<file path="config.mk">
export PLATFORM = sky130hd
export DESIGN_NAME = ssit_ctrl
export DESIGN_NICKNAME = d
export VERILOG_FILES = /design/src/hdl/ssit_pkg.sv /design/src/hdl/ssit_ctrl.sv
export VERILOG_INCLUDE_DIRS = /design/src /design/src/hdl
export SDC_FILE = /design/constraint.sdc
export NUM_CORES = 1
export LEC_CHECK = 0
export ABC_AREA = 1
export BUFFER_PORTS_ARGS = -buffer_cell sky130_fd_sc_hd__buf_2
export CAP_MARGIN = 40
export CORE_AREA = 2 2 39 41
export DETAILED_ROUTE_END_ITERATION = 8
export DIE_AREA = 0 0 41 43
export PLACE_DENSITY_LB_ADDON = 0.3
export SYNTH_ARGS = -nofsm -noshare
export SYNTH_HDL_FRONTEND = slang
export SYNTH_SLANG_ARGS = --single-unit
</file>
<file path="constraint.sdc">
create_clock -name clk -period 2.1 [get_ports clk]
set_clock_uncertainty 0.1 [all_clocks]
set_input_delay 0.42 -clock clk [delete_from_list [all_inputs] [get_ports clk]]
set_output_delay 0.42 -clock clk [all_outputs]
set_load 0.02 [all_outputs]
</file>
<file path="src/hdl/sorted_string_insert_table_core_defines.svh">
// Assertion macros for the sorted name table core
`ifndef SORTED_STRING_INSERT_TABLE_CORE_DEFINES_SVH
`define SORTED_STRING_INSERT_TABLE_CORE_DEFINES_SVH

// same-cycle implication, checked outside reset
`define SSIT_ASSERT_IMP(lbl, ante, cons, msg) \
  lbl: assert property (@(posedge clk) disable iff (!rst_n) (ante) |-> (cons)) else $error(msg);

// next-cycle implication, checked outside reset
`define SSIT_ASSERT_NXT(lbl, ante, cons, msg) \
  lbl: assert property (@(posedge clk) disable iff (!rst_n) (ante) |=> (cons)) else $error(msg);

`endif

</file>
<file path="src/hdl/ssit_pkg.sv">
// Shared types and constants for the sorted name table
package ssit_pkg;

  localparam int LIST_ENTRIES_DEF = 128;
  localparam int NAME_CHARS_DEF   = 64;

  localparam int IN_DATA_W  = 24;
  localparam int OUT_DATA_W = 24;
  localparam int STATUS_W   = 3;

  localparam logic [STATUS_W-1:0] STAT_INSERTED  = 3'd0;
  localparam logic [STATUS_W-1:0] STAT_FULL      = 3'd1;
  localparam logic [STATUS_W-1:0] STAT_TRUNCATED = 3'd2;
  localparam logic [STATUS_W-1:0] STAT_READ_OK   = 3'd3;
  localparam logic [STATUS_W-1:0] STAT_READ_OOR  = 3'd4;

  typedef enum logic [3:0] {
    ST_IDLE,
    ST_DISPATCH,
    ST_SRCH_WAIT,
    ST_SRCH_EVAL,
    ST_SH_INIT,
    ST_SH_CHK,
    ST_SH_WAIT,
    ST_SH_WR,
    ST_NW_WAIT,
    ST_NW_WR,
    ST_RESP
  } ssit_state_t;

  typedef enum logic [3:0] {
    CMD_NONE,
    CMD_ACCEPT,
    CMD_SRCH_INIT,
    CMD_NEXT_CHAR,
    CMD_NEXT_ENTRY,
    CMD_SH_INIT,
    CMD_SH_START,
    CMD_SH_WRITE,
    CMD_NW_START,
    CMD_NW_WRITE,
    CMD_RESP
  } ssit_cmd_t;

  typedef struct packed {
    logic is_read;
    logic is_last;
    logic full;
    logic cnt_zero;
    logic k_last;
    logic i_at_n;
    logic chars_differ;
    logic pend_less;
    logic j_at_k;
    logic col_last;
    logic nw_last;
  } ssit_stat_t;

endpackage

</file>
<file path="src/hdl/ssit_ctrl.sv">
// Controller: sequencing of accept, search, shift, write and result
`include "sorted_string_insert_table_core_defines.svh"
module ssit_ctrl (
  input  logic                  clk,
  input  logic                  rst_n,
  input  logic                  in_tvalid,
  output logic                  in_tready,
  output logic                  out_tvalid,
  input  logic                  out_tready,
  input  ssit_pkg::ssit_stat_t  stat,
  output ssit_pkg::ssit_cmd_t   cmd
);

  ssit_pkg::ssit_state_t state_r, state_nxt;
  logic out_valid_r, out_valid_nxt;

  always_ff @(posedge clk) begin
    if (!rst_n) begin
      state_r     <= ssit_pkg::ST_IDLE;
      out_valid_r <= 1'b0;
    end else begin
      state_r     <= state_nxt;
      out_valid_r <= out_valid_nxt;
    end
  end

  always_comb begin
    state_nxt     = state_r;
    cmd           = ssit_pkg::CMD_NONE;
    in_tready     = 1'b0;
    out_valid_nxt = out_valid_r && !out_tready;
    unique case (state_r)
      ssit_pkg::ST_IDLE: begin
        in_tready = 1'b1;
        if (in_tvalid) begin
          cmd       = ssit_pkg::CMD_ACCEPT;
          state_nxt = ssit_pkg::ST_DISPATCH;
        end
      end
      ssit_pkg::ST_DISPATCH: begin
        if (stat.is_read || stat.full) begin
          state_nxt = stat.is_read || stat.is_last ? ssit_pkg::ST_RESP : ssit_pkg::ST_IDLE;
        end else if (!stat.is_last) begin
          state_nxt = ssit_pkg::ST_IDLE;
        end else begin
          cmd       = ssit_pkg::CMD_SRCH_INIT;
          state_nxt = stat.cnt_zero ? ssit_pkg::ST_SH_INIT : ssit_pkg::ST_SRCH_WAIT;
        end
      end
      ssit_pkg::ST_SRCH_WAIT: state_nxt = ssit_pkg::ST_SRCH_EVAL;
      ssit_pkg::ST_SRCH_EVAL: begin
        if (stat.i_at_n || stat.chars_differ) begin
          if (stat.pend_less) begin
            state_nxt = ssit_pkg::ST_SH_INIT;
          end else begin
            cmd       = ssit_pkg::CMD_NEXT_ENTRY;
            state_nxt = stat.k_last ? ssit_pkg::ST_SH_INIT : ssit_pkg::ST_SRCH_WAIT;
          end
        end else begin
          cmd       = ssit_pkg::CMD_NEXT_CHAR;
          state_nxt = ssit_pkg::ST_SRCH_WAIT;
        end
      end
      ssit_pkg::ST_SH_INIT: begin
        cmd       = ssit_pkg::CMD_SH_INIT;
        state_nxt = ssit_pkg::ST_SH_CHK;
      end
      ssit_pkg::ST_SH_CHK: begin
        if (stat.j_at_k) begin
          cmd       = ssit_pkg::CMD_NW_START;
          state_nxt = ssit_pkg::ST_NW_WAIT;
        end else begin
          cmd       = ssit_pkg::CMD_SH_START;
          state_nxt = ssit_pkg::ST_SH_WAIT;
        end
      end
      ssit_pkg::ST_SH_WAIT: state_nxt = ssit_pkg::ST_SH_WR;
      ssit_pkg::ST_SH_WR: begin
        cmd       = ssit_pkg::CMD_SH_WRITE;
        state_nxt = stat.col_last ? ssit_pkg::ST_SH_CHK : ssit_pkg::ST_SH_WAIT;
      end
      ssit_pkg::ST_NW_WAIT: state_nxt = ssit_pkg::ST_NW_WR;
      ssit_pkg::ST_NW_WR: begin
        cmd       = ssit_pkg::CMD_NW_WRITE;
        state_nxt = stat.nw_last ? ssit_pkg::ST_RESP : ssit_pkg::ST_NW_WAIT;
      end
      ssit_pkg::ST_RESP: begin
        if (!out_valid_r || out_tready) begin
          cmd           = ssit_pkg::CMD_RESP;
          out_valid_nxt = 1'b1;
          state_nxt     = ssit_pkg::ST_IDLE;
        end
      end
      default: state_nxt = ssit_pkg::ST_IDLE;
    endcase
  end

  assign out_tvalid = out_valid_r;

  `SSIT_ASSERT_NXT(a_accept_dispatch, in_tvalid && in_tready, state_r == ssit_pkg::ST_DISPATCH, "accept not followed by dispatch")
  `SSIT_ASSERT_NXT(a_resp_valid, cmd == ssit_pkg::CMD_RESP, out_valid_r, "result load did not raise valid")
  `SSIT_ASSERT_IMP(a_valid_src, $rose(out_valid_r), $past(state_r) == ssit_pkg::ST_RESP, "valid rose outside result state")
  `SSIT_ASSERT_IMP(a_no_write_full, cmd == ssit_pkg::CMD_NW_WRITE, !stat.full, "insert write with full list")

endmodule

</file>
==> out/metrics.csv, run 1 <==
stage,metric,value,unit
run_status,outcome,completed,
finish,synthesis-to-layout area growth,29.8,%
synth,most common cell in the netlist,nand2_1,
global_route,GR Util met1,0.171,
global_route,met3 global-route usage,0.0157,
finish,share of cells above drive strength 1,0.291,
timing,count of endpoints failing setup in the final report,0,
route,number of nets still failing antenna checks after routing,0,
synth,count of mapped cells out of synthesis,93,
finish,sequential cell area,100,sq um
timing,slew at the pin closest to its max-slew limit,0.250,ns
global_route,global router's overall resource usage,0.157,
placement,number of instances in the placed design,129,
finish,summed area of non-filler cells in the final layout,638,sq um
finish,core utilization of the finished layout,0.461,
pwr,IR Drop Worst-Case VDD,479,uV
worst_hold_path,Min-Delay Path Class,in2reg,
synth,commonest cells in the synthesized netlist,"nand2_1, inv_1, nor2_1",
timing,share of the cycle needed by the critical path after routing,0.926,
route,detailed-route wire length per cell,8.97,um
timing,unrepaired setup endpoints after global routing,no,
pwr,leakage dissipation,0.377,nW
finish,final standard cell count with taps included and fillers excluded,133,
synth,Post-Synthesis Mean Instance Area,5.29,sq um
placement,DP Wirelength,1.05,mm
synth,portion of synthesized cell area occupied by the leading cell type,0.214,
finish,total area of multi-input combinational cells,313,sq um
die,initial core utilization,0.355,
global_route,"Remaining Overflow, GRT",0,
route,first-iteration detailed-routing DRC count,5,
route,total via count in the routed design,594,
finish,final net count,133,
synth,unique cell type count in the Yosys netlist,19,
timing,top achievable clock speed,0.514,GHz
critical_path,critical path data arrival time,1.43,ns
timing,worst relative slew slack,0.833,
critical_path,classification of the worst setup path,reg2out,
route,number of remaining DRC errors,0,
synth,flop and latch count out of synthesis,5,
placement,routability congestion estimate from global placement,0.777,
clocking,TritonCTS buffer count,3,
placement,Port Buf Inserts,20,
synth,top flip-flop cell by instance count after synthesis,dfxtp_1,
clocking,clock tree buffer depth,2,
global_route,wire length of the first global-routing pass,1.91,mm
finish,number of filler cells placed in the layout,159,
clocking,Post-CTS Setup Bufs,0,
timing,setup total negative slack,0,ns
clocking,number of gates resized after cts,0,
clocking,clock root buffer,clkbuf_4,
clocking,H-tree depth reported by CTS,1,
global_route,via count of the first global-routing pass,518,
critical_path,kind of capture point of the worst setup path,output pin,
synth,async set-or-reset flop fraction in the synthesized netlist,0,
global_route,GR Layer Usage met2,0.275,
timing,final hold violations,0,
global_route,most used routing layer,met2,
critical_path,Worst Path Max Fanout,4,
synth,most area-hungry cell type in the Yosys netlist,nand2_1,
synth,cell area after synthesis,492,sq um
clocking,count of clock tree sinks,5,
die,Die Area,0.00176,sq mm
clocking,"Hold-fix buffers, CTS",0,
clocking,clock tree from TritonCTS,done,
route,wire length reported by the detailed router,1.19,mm
pwr,power density over cell area,1090,mW/mm^2
route,vias per inst,4.47,
flow_run,number of violations of the max-capacitance limit,0,
clocking,later-pin clock latency in the skew report,0.23,ns
timing,Hold Worst Slack,0.305,ns
die,DIE WIDTH,41,um
synth,Synth Net Count,108,
timing,Period minus WS final,1.95,ns
timing,final number of max-transition violations,0,
die,height of the die,43,um
finish,Antenna Diode Count,0,
die,I/O pin count,21,
synth,number of enable-type register cells in the synthesized netlist,0,
critical_path,Crit path required time,1.58,ns
synth,portion of the post-synthesis area used by sequential elements,0.204,
synth,dominant cells by area after synthesis,"nand2_1, dfxtp_1, inv_1, nor2_1, nand3_1",
clocking,clock-pin slew reported for the worst setup and hold paths after clock tree synthesis,0.04,ns
route,first-pass detailed-route iteration total,4,
die,standard cell core area,0.00138,sq mm
synth,synth warn,0,
global_route,maximum number of pins on one net before global-route repair,7,
die,number of placement rows,14,
global_route,number of antenna violations at the first check in global routing,0,
critical_path,kind of launch point of the worst setup path,flip-flop,
placement,placed cell area,612,sq um
## metal layers
layer | part of all wire | vias to the layer above
li1 | - | 333
met1 | 0.45 | 247
met2 | 0.51 | 14
met3 | 0.049 | 0
met4 | 0 | 0
met5 | 0 | -
## placed cells by master (no fill, tap or decap), types with 3 or more instances in the layout
| master | instances |
|---|---|
| buf_2 | 20 |
| clkbuf_4 | 3 |
| dfxtp_1 | 5 |
| inv_1 | 17 |
| inv_2 | 4 |
| nand2_1 | 28 |
| nand3_1 | 5 |
| nor2_1 | 14 |
| nor2_2 | 3 |
| o21ai_1 | 5 |
## area by class of cell
type	instances	area share
clock buffer	4	0.0412
tap	16	0.0314
multi-input combinational	67	0.490
inverter	21	0.124
timing repair buffer	20	0.157
sequential	5	0.157
## cells by family after synthesis
| logic type | synth area share |
|---|---|
| flip-flops | 0.204 |
| AO/OA/AOI/OAI | 0.112 |
| AND/OR/NAND/NOR | 0.524 |
| buffers and inverters | 0.160 |
## report_power, final
| part | total (W) | internal, W | leakage, nW | switching [W] |
|---|---|---|---|---|
| combinational | 0.000429 | 0.000141 | 0.321 | 0.000288 |
| sequential | 0.000160 | 0.000125 | 0.0408 | 0.0000348 |
| clock | 0.000107 | 0.0000716 | 0.0150 | 0.0000356 |
## per-stage QoR
step | power (W) | setup WS (ns)
floorplan | 0.000482 | 0.426
global placement | 0.000599 | 0.431
detailed placement | 0.000593 | 0.411
CTS | 0.000705 | 0.152
global route | 0.000773 | 0.0246
finish | 0.000697 | 0.155
## worst max-delay path, stage by stage (launching register included)
cell	delay, ns
dfxtp_1	0.38
inv_2	0.07
nor2_2	0.18
inv_2	0.07
nor2_4	0.10
nand2_1	0.09
o2111ai_1	0.11
buf_2	0.20
## sequential cells by signal, summed over array words and instances (netlist names)
register,count
out_tvalid,1
state_r,4
## path summary, 6_finish.rpt
check	startpoint	slack, ns	cells after the start	to
setup / recovery	state_r[3]	0.15	7	cmd[1]
hold / removal	rst_n	0.30	3	state_r[1]
setup reg to reg	state_r[0]	0.85	6	state_r[2]
hold reg to reg	out_tvalid	0.43	2	out_tvalid
Power figures use the tool's default switching activity.
==> inputs of run 2 (changes only) <==
CAP_MARGIN = unset   (was 40)
clock period = 1.85 ns   (was 2.1 ns; I/O delays follow)
==> run 2 against run 1 <==
  * First-iteration DRC count grew to 4.0 times the previous value
  * Design area grew 11%
  * Worst setup slack lost 0.095 ns
  * Final cell count grew 3.0%
  * Die area is the same
  * Routed wire length grew 11%
  * Total power grew 30%
  * Combinational power grew 34%
  * Non-clock buffer count grew 4
  * Clock power grew 12%
  * Sequential share of layout area grew 0.16 points
  * Largest power group unchanged
==> out/metrics.csv, run 2 (synthesized netlist as in run 1, its figures left out) <==
stage,metric,value,unit
placement,Port Buf Inserts,20,
finish,"flip-flop count of the largest register, all copies and words added",4,
route,wire length reported by the detailed router,1.32,mm
timing,top achievable clock speed,0.559,GHz
timing,final number of max-transition violations,0,
timing,count of endpoints failing setup in the final report,0,
global_route,maximum number of pins on one net before global-route repair,7,
pwr,IR Drop Worst-Case VDD,697,uV
critical_path,kind of launch point of the worst setup path,flip-flop,
timing,Period minus WS final,1.79,ns
finish,synthesis-to-layout area growth,44.5,%
placement,number of instances in the placed design,129,
route,number of nets still failing antenna checks after routing,0,
route,first-iteration detailed-routing DRC count,20,
critical_path,end point of the critical path,cmd[3],
die,height of the die,43,um
critical_path,critical path data arrival time,1.32,ns
critical_path,total number of cells along the worst setup path,6,
finish,final standard cell count with taps included and fillers excluded,137,
critical_path,cell depth of the worst flop-to-flop path,9,
die,DIE WIDTH,41,um
critical_path,cell chain of the critical path,inv_2 > nor2_4 > nand2_1 > nor2_1 > nand3b_1 > buf_2,
critical_path,"Largest stage delay, worst path",0.36,ns
flow_run,number of violations of the max-capacitance limit,0,
worst_hold_path,Min-Delay Path Class,in2reg,
critical_path,number of buffers and inverters on the critical path,2,
finish,number of filler cells placed in the layout,157,
critical_path,timing startpoint of the critical path,state_r[2],
clocking,clock tree from TritonCTS,done,
finish,"most common cell after layout, fill and taps aside",nand2_1,
route,first-pass detailed-route iteration total,4,
die,initial core utilization,0.355,
finish,Antenna Diode Count,0,
finish,"leading cell types in the layout, fill and taps excluded","nand2_1, buf_2, inv_1",
clocking,H-tree depth reported by CTS,1,
clocking,clock root buffer,clkbuf_4,
pwr,leakage dissipation,0.404,nW
critical_path,kind of capture point of the worst setup path,output pin,
clocking,count of clock tree sinks,5,
critical_path,classification of the worst setup path,reg2out,
die,Die Area,0.00176,sq mm
critical_path,worst r2r src,state_r[1],
clocking,TritonCTS buffer count,3,
clocking,later-pin clock latency in the skew report,0.23,ns
finish,final net count,137,
global_route,via count of the first global-routing pass,553,
finish,share of cells above drive strength 1,0.397,
critical_path,kind of cell with the highest combined delay on the critical path,simple AND/OR/NAND/NOR gates,
timing,final hold violations,0,
route,total via count in the routed design,625,
global_route,wire length of the first global-routing pass,2.07,mm
global_route,global router's overall resource usage,0.170,
run_status,outcome,completed,
timing,slew at the pin closest to its max-slew limit,0.242,ns
critical_path,R2R Path End,state_r[1],
clocking,"Hold-fix buffers, CTS",0,
route,detailed-route wire length per cell,9.66,um
die,standard cell core area,0.00138,sq mm
die,number of placement rows,14,
route,vias per inst,4.56,
finish,register with the most flip-flops,state_r,
critical_path,minimum setup slack among reg-to-reg paths,0.58,ns
global_route,"Remaining Overflow, GRT",0,
clocking,clock-pin slew reported for the worst setup and hold paths after clock tree synthesis,0.04,ns
timing,share of the cycle needed by the critical path after routing,0.968,
route,number of remaining DRC errors,0,
placement,routability congestion estimate from global placement,0.833,
clocking,clock tree buffer depth,2,
critical_path,Worst Path Max Fanout,6,
pwr,power density over cell area,1280,mW/mm^2
critical_path,Crit path required time,1.38,ns
die,I/O pin count,21,
global_route,number of antenna violations at the first check in global routing,0,
pwr,Power Total,0.000907,W
critical_path,cell at the slowest stage of the critical path,dfxtp_4,
timing,worst relative slew slack,0.838,
placement,DP Wirelength,1.05,mm
[run 2: cell count changes in the layout (fill, tap and decap cells not counted), sizes merged]
| cell | delta |
|---|---|
| buf | +4 |
[run 2: power breakdown]
| part | total, W | leakage [nW] | switching [W] | internal (W) |
|---|---|---|---|---|
| Clock | 0.000120 | 0.0150 | 0.0000385 | 0.0000811 |
| Combinational | 0.000575 | 0.346 | 0.000361 | 0.000213 |
| Sequential | 0.000213 | 0.0433 | 0.0000564 | 0.000157 |
| Total | 0.000907 | 0.404 | 0.000456 | 0.000451 |
[run 2: layout make-up]
type	count	area (sq um)	share of cell area
Multi-Input combinational cell	67	340	0.479
Timing Repair Buffer	24	133	0.187
Sequential cell	5	113	0.158
Inverter	21	78.8	0.111
Clock buffer	4	26.3	0.0370
Tap cell	16	20.0	0.0282
[run 2: how the worst min path moves through the flow]
stage / to / startpoint / slack [ns] / depth (start not counted)
3_5_place_dp: out_tvalid / out_tvalid / 0.41 / 2
2_1_floorplan: state_r[1] / rst_n / 0.37 / 2
6_report: state_r[1] / rst_n / 0.26 / 3
3_3_place_gp: out_tvalid / out_tvalid / 0.40 / 2
5_1_grt: state_r[2] / rst_n / 0.28 / 3
4_1_cts: state_r[1] / rst_n / 0.25 / 3
[run 2: metrics by stage]
| step | hold WS, ns | setup TNS [ns] | area (sq um) | utilization | setup WS (ns) |
|---|---|---|---|---|---|
| 2_1_floorplan | 0.368 | 0 | 492 | - | 0.226 |
| 3_3_place_gp | 0.404 | 0 | 612 | 0.442 | 0.225 |
| 3_5_place_dp | 0.409 | 0 | 612 | 0.442 | 0.217 |
| 4_1_cts | 0.247 | -0.0400 | 643 | 0.465 | -0.0260 |
| 5_1_grt | 0.278 | -0.00523 | 711 | 0.514 | -0.00523 |
| 6_report | 0.256 | 0 | 711 | 0.514 | 0.0596 |
[run 2: worst min-delay path, delay by kind of cell]
family | cells | cell delay (ns)
buf+inv | 2 | 0.14
simple gates | 1 | 0.05
[run 2: layer usage]
metal | global-route usage | part of all wire
met1 | 0.201 | 0.47
met2 | 0.288 | 0.50
met3 | 0.0157 | 0.035
met4 | 0.0800 | 0
met5 | 0 | 0
[run 2: what timing repair did]
action	4_1_cts	5_1_grt
setup buffers	0	4
pin swaps	0	3
gates resized for setup	1	16
setup endpoints to repair	1	4
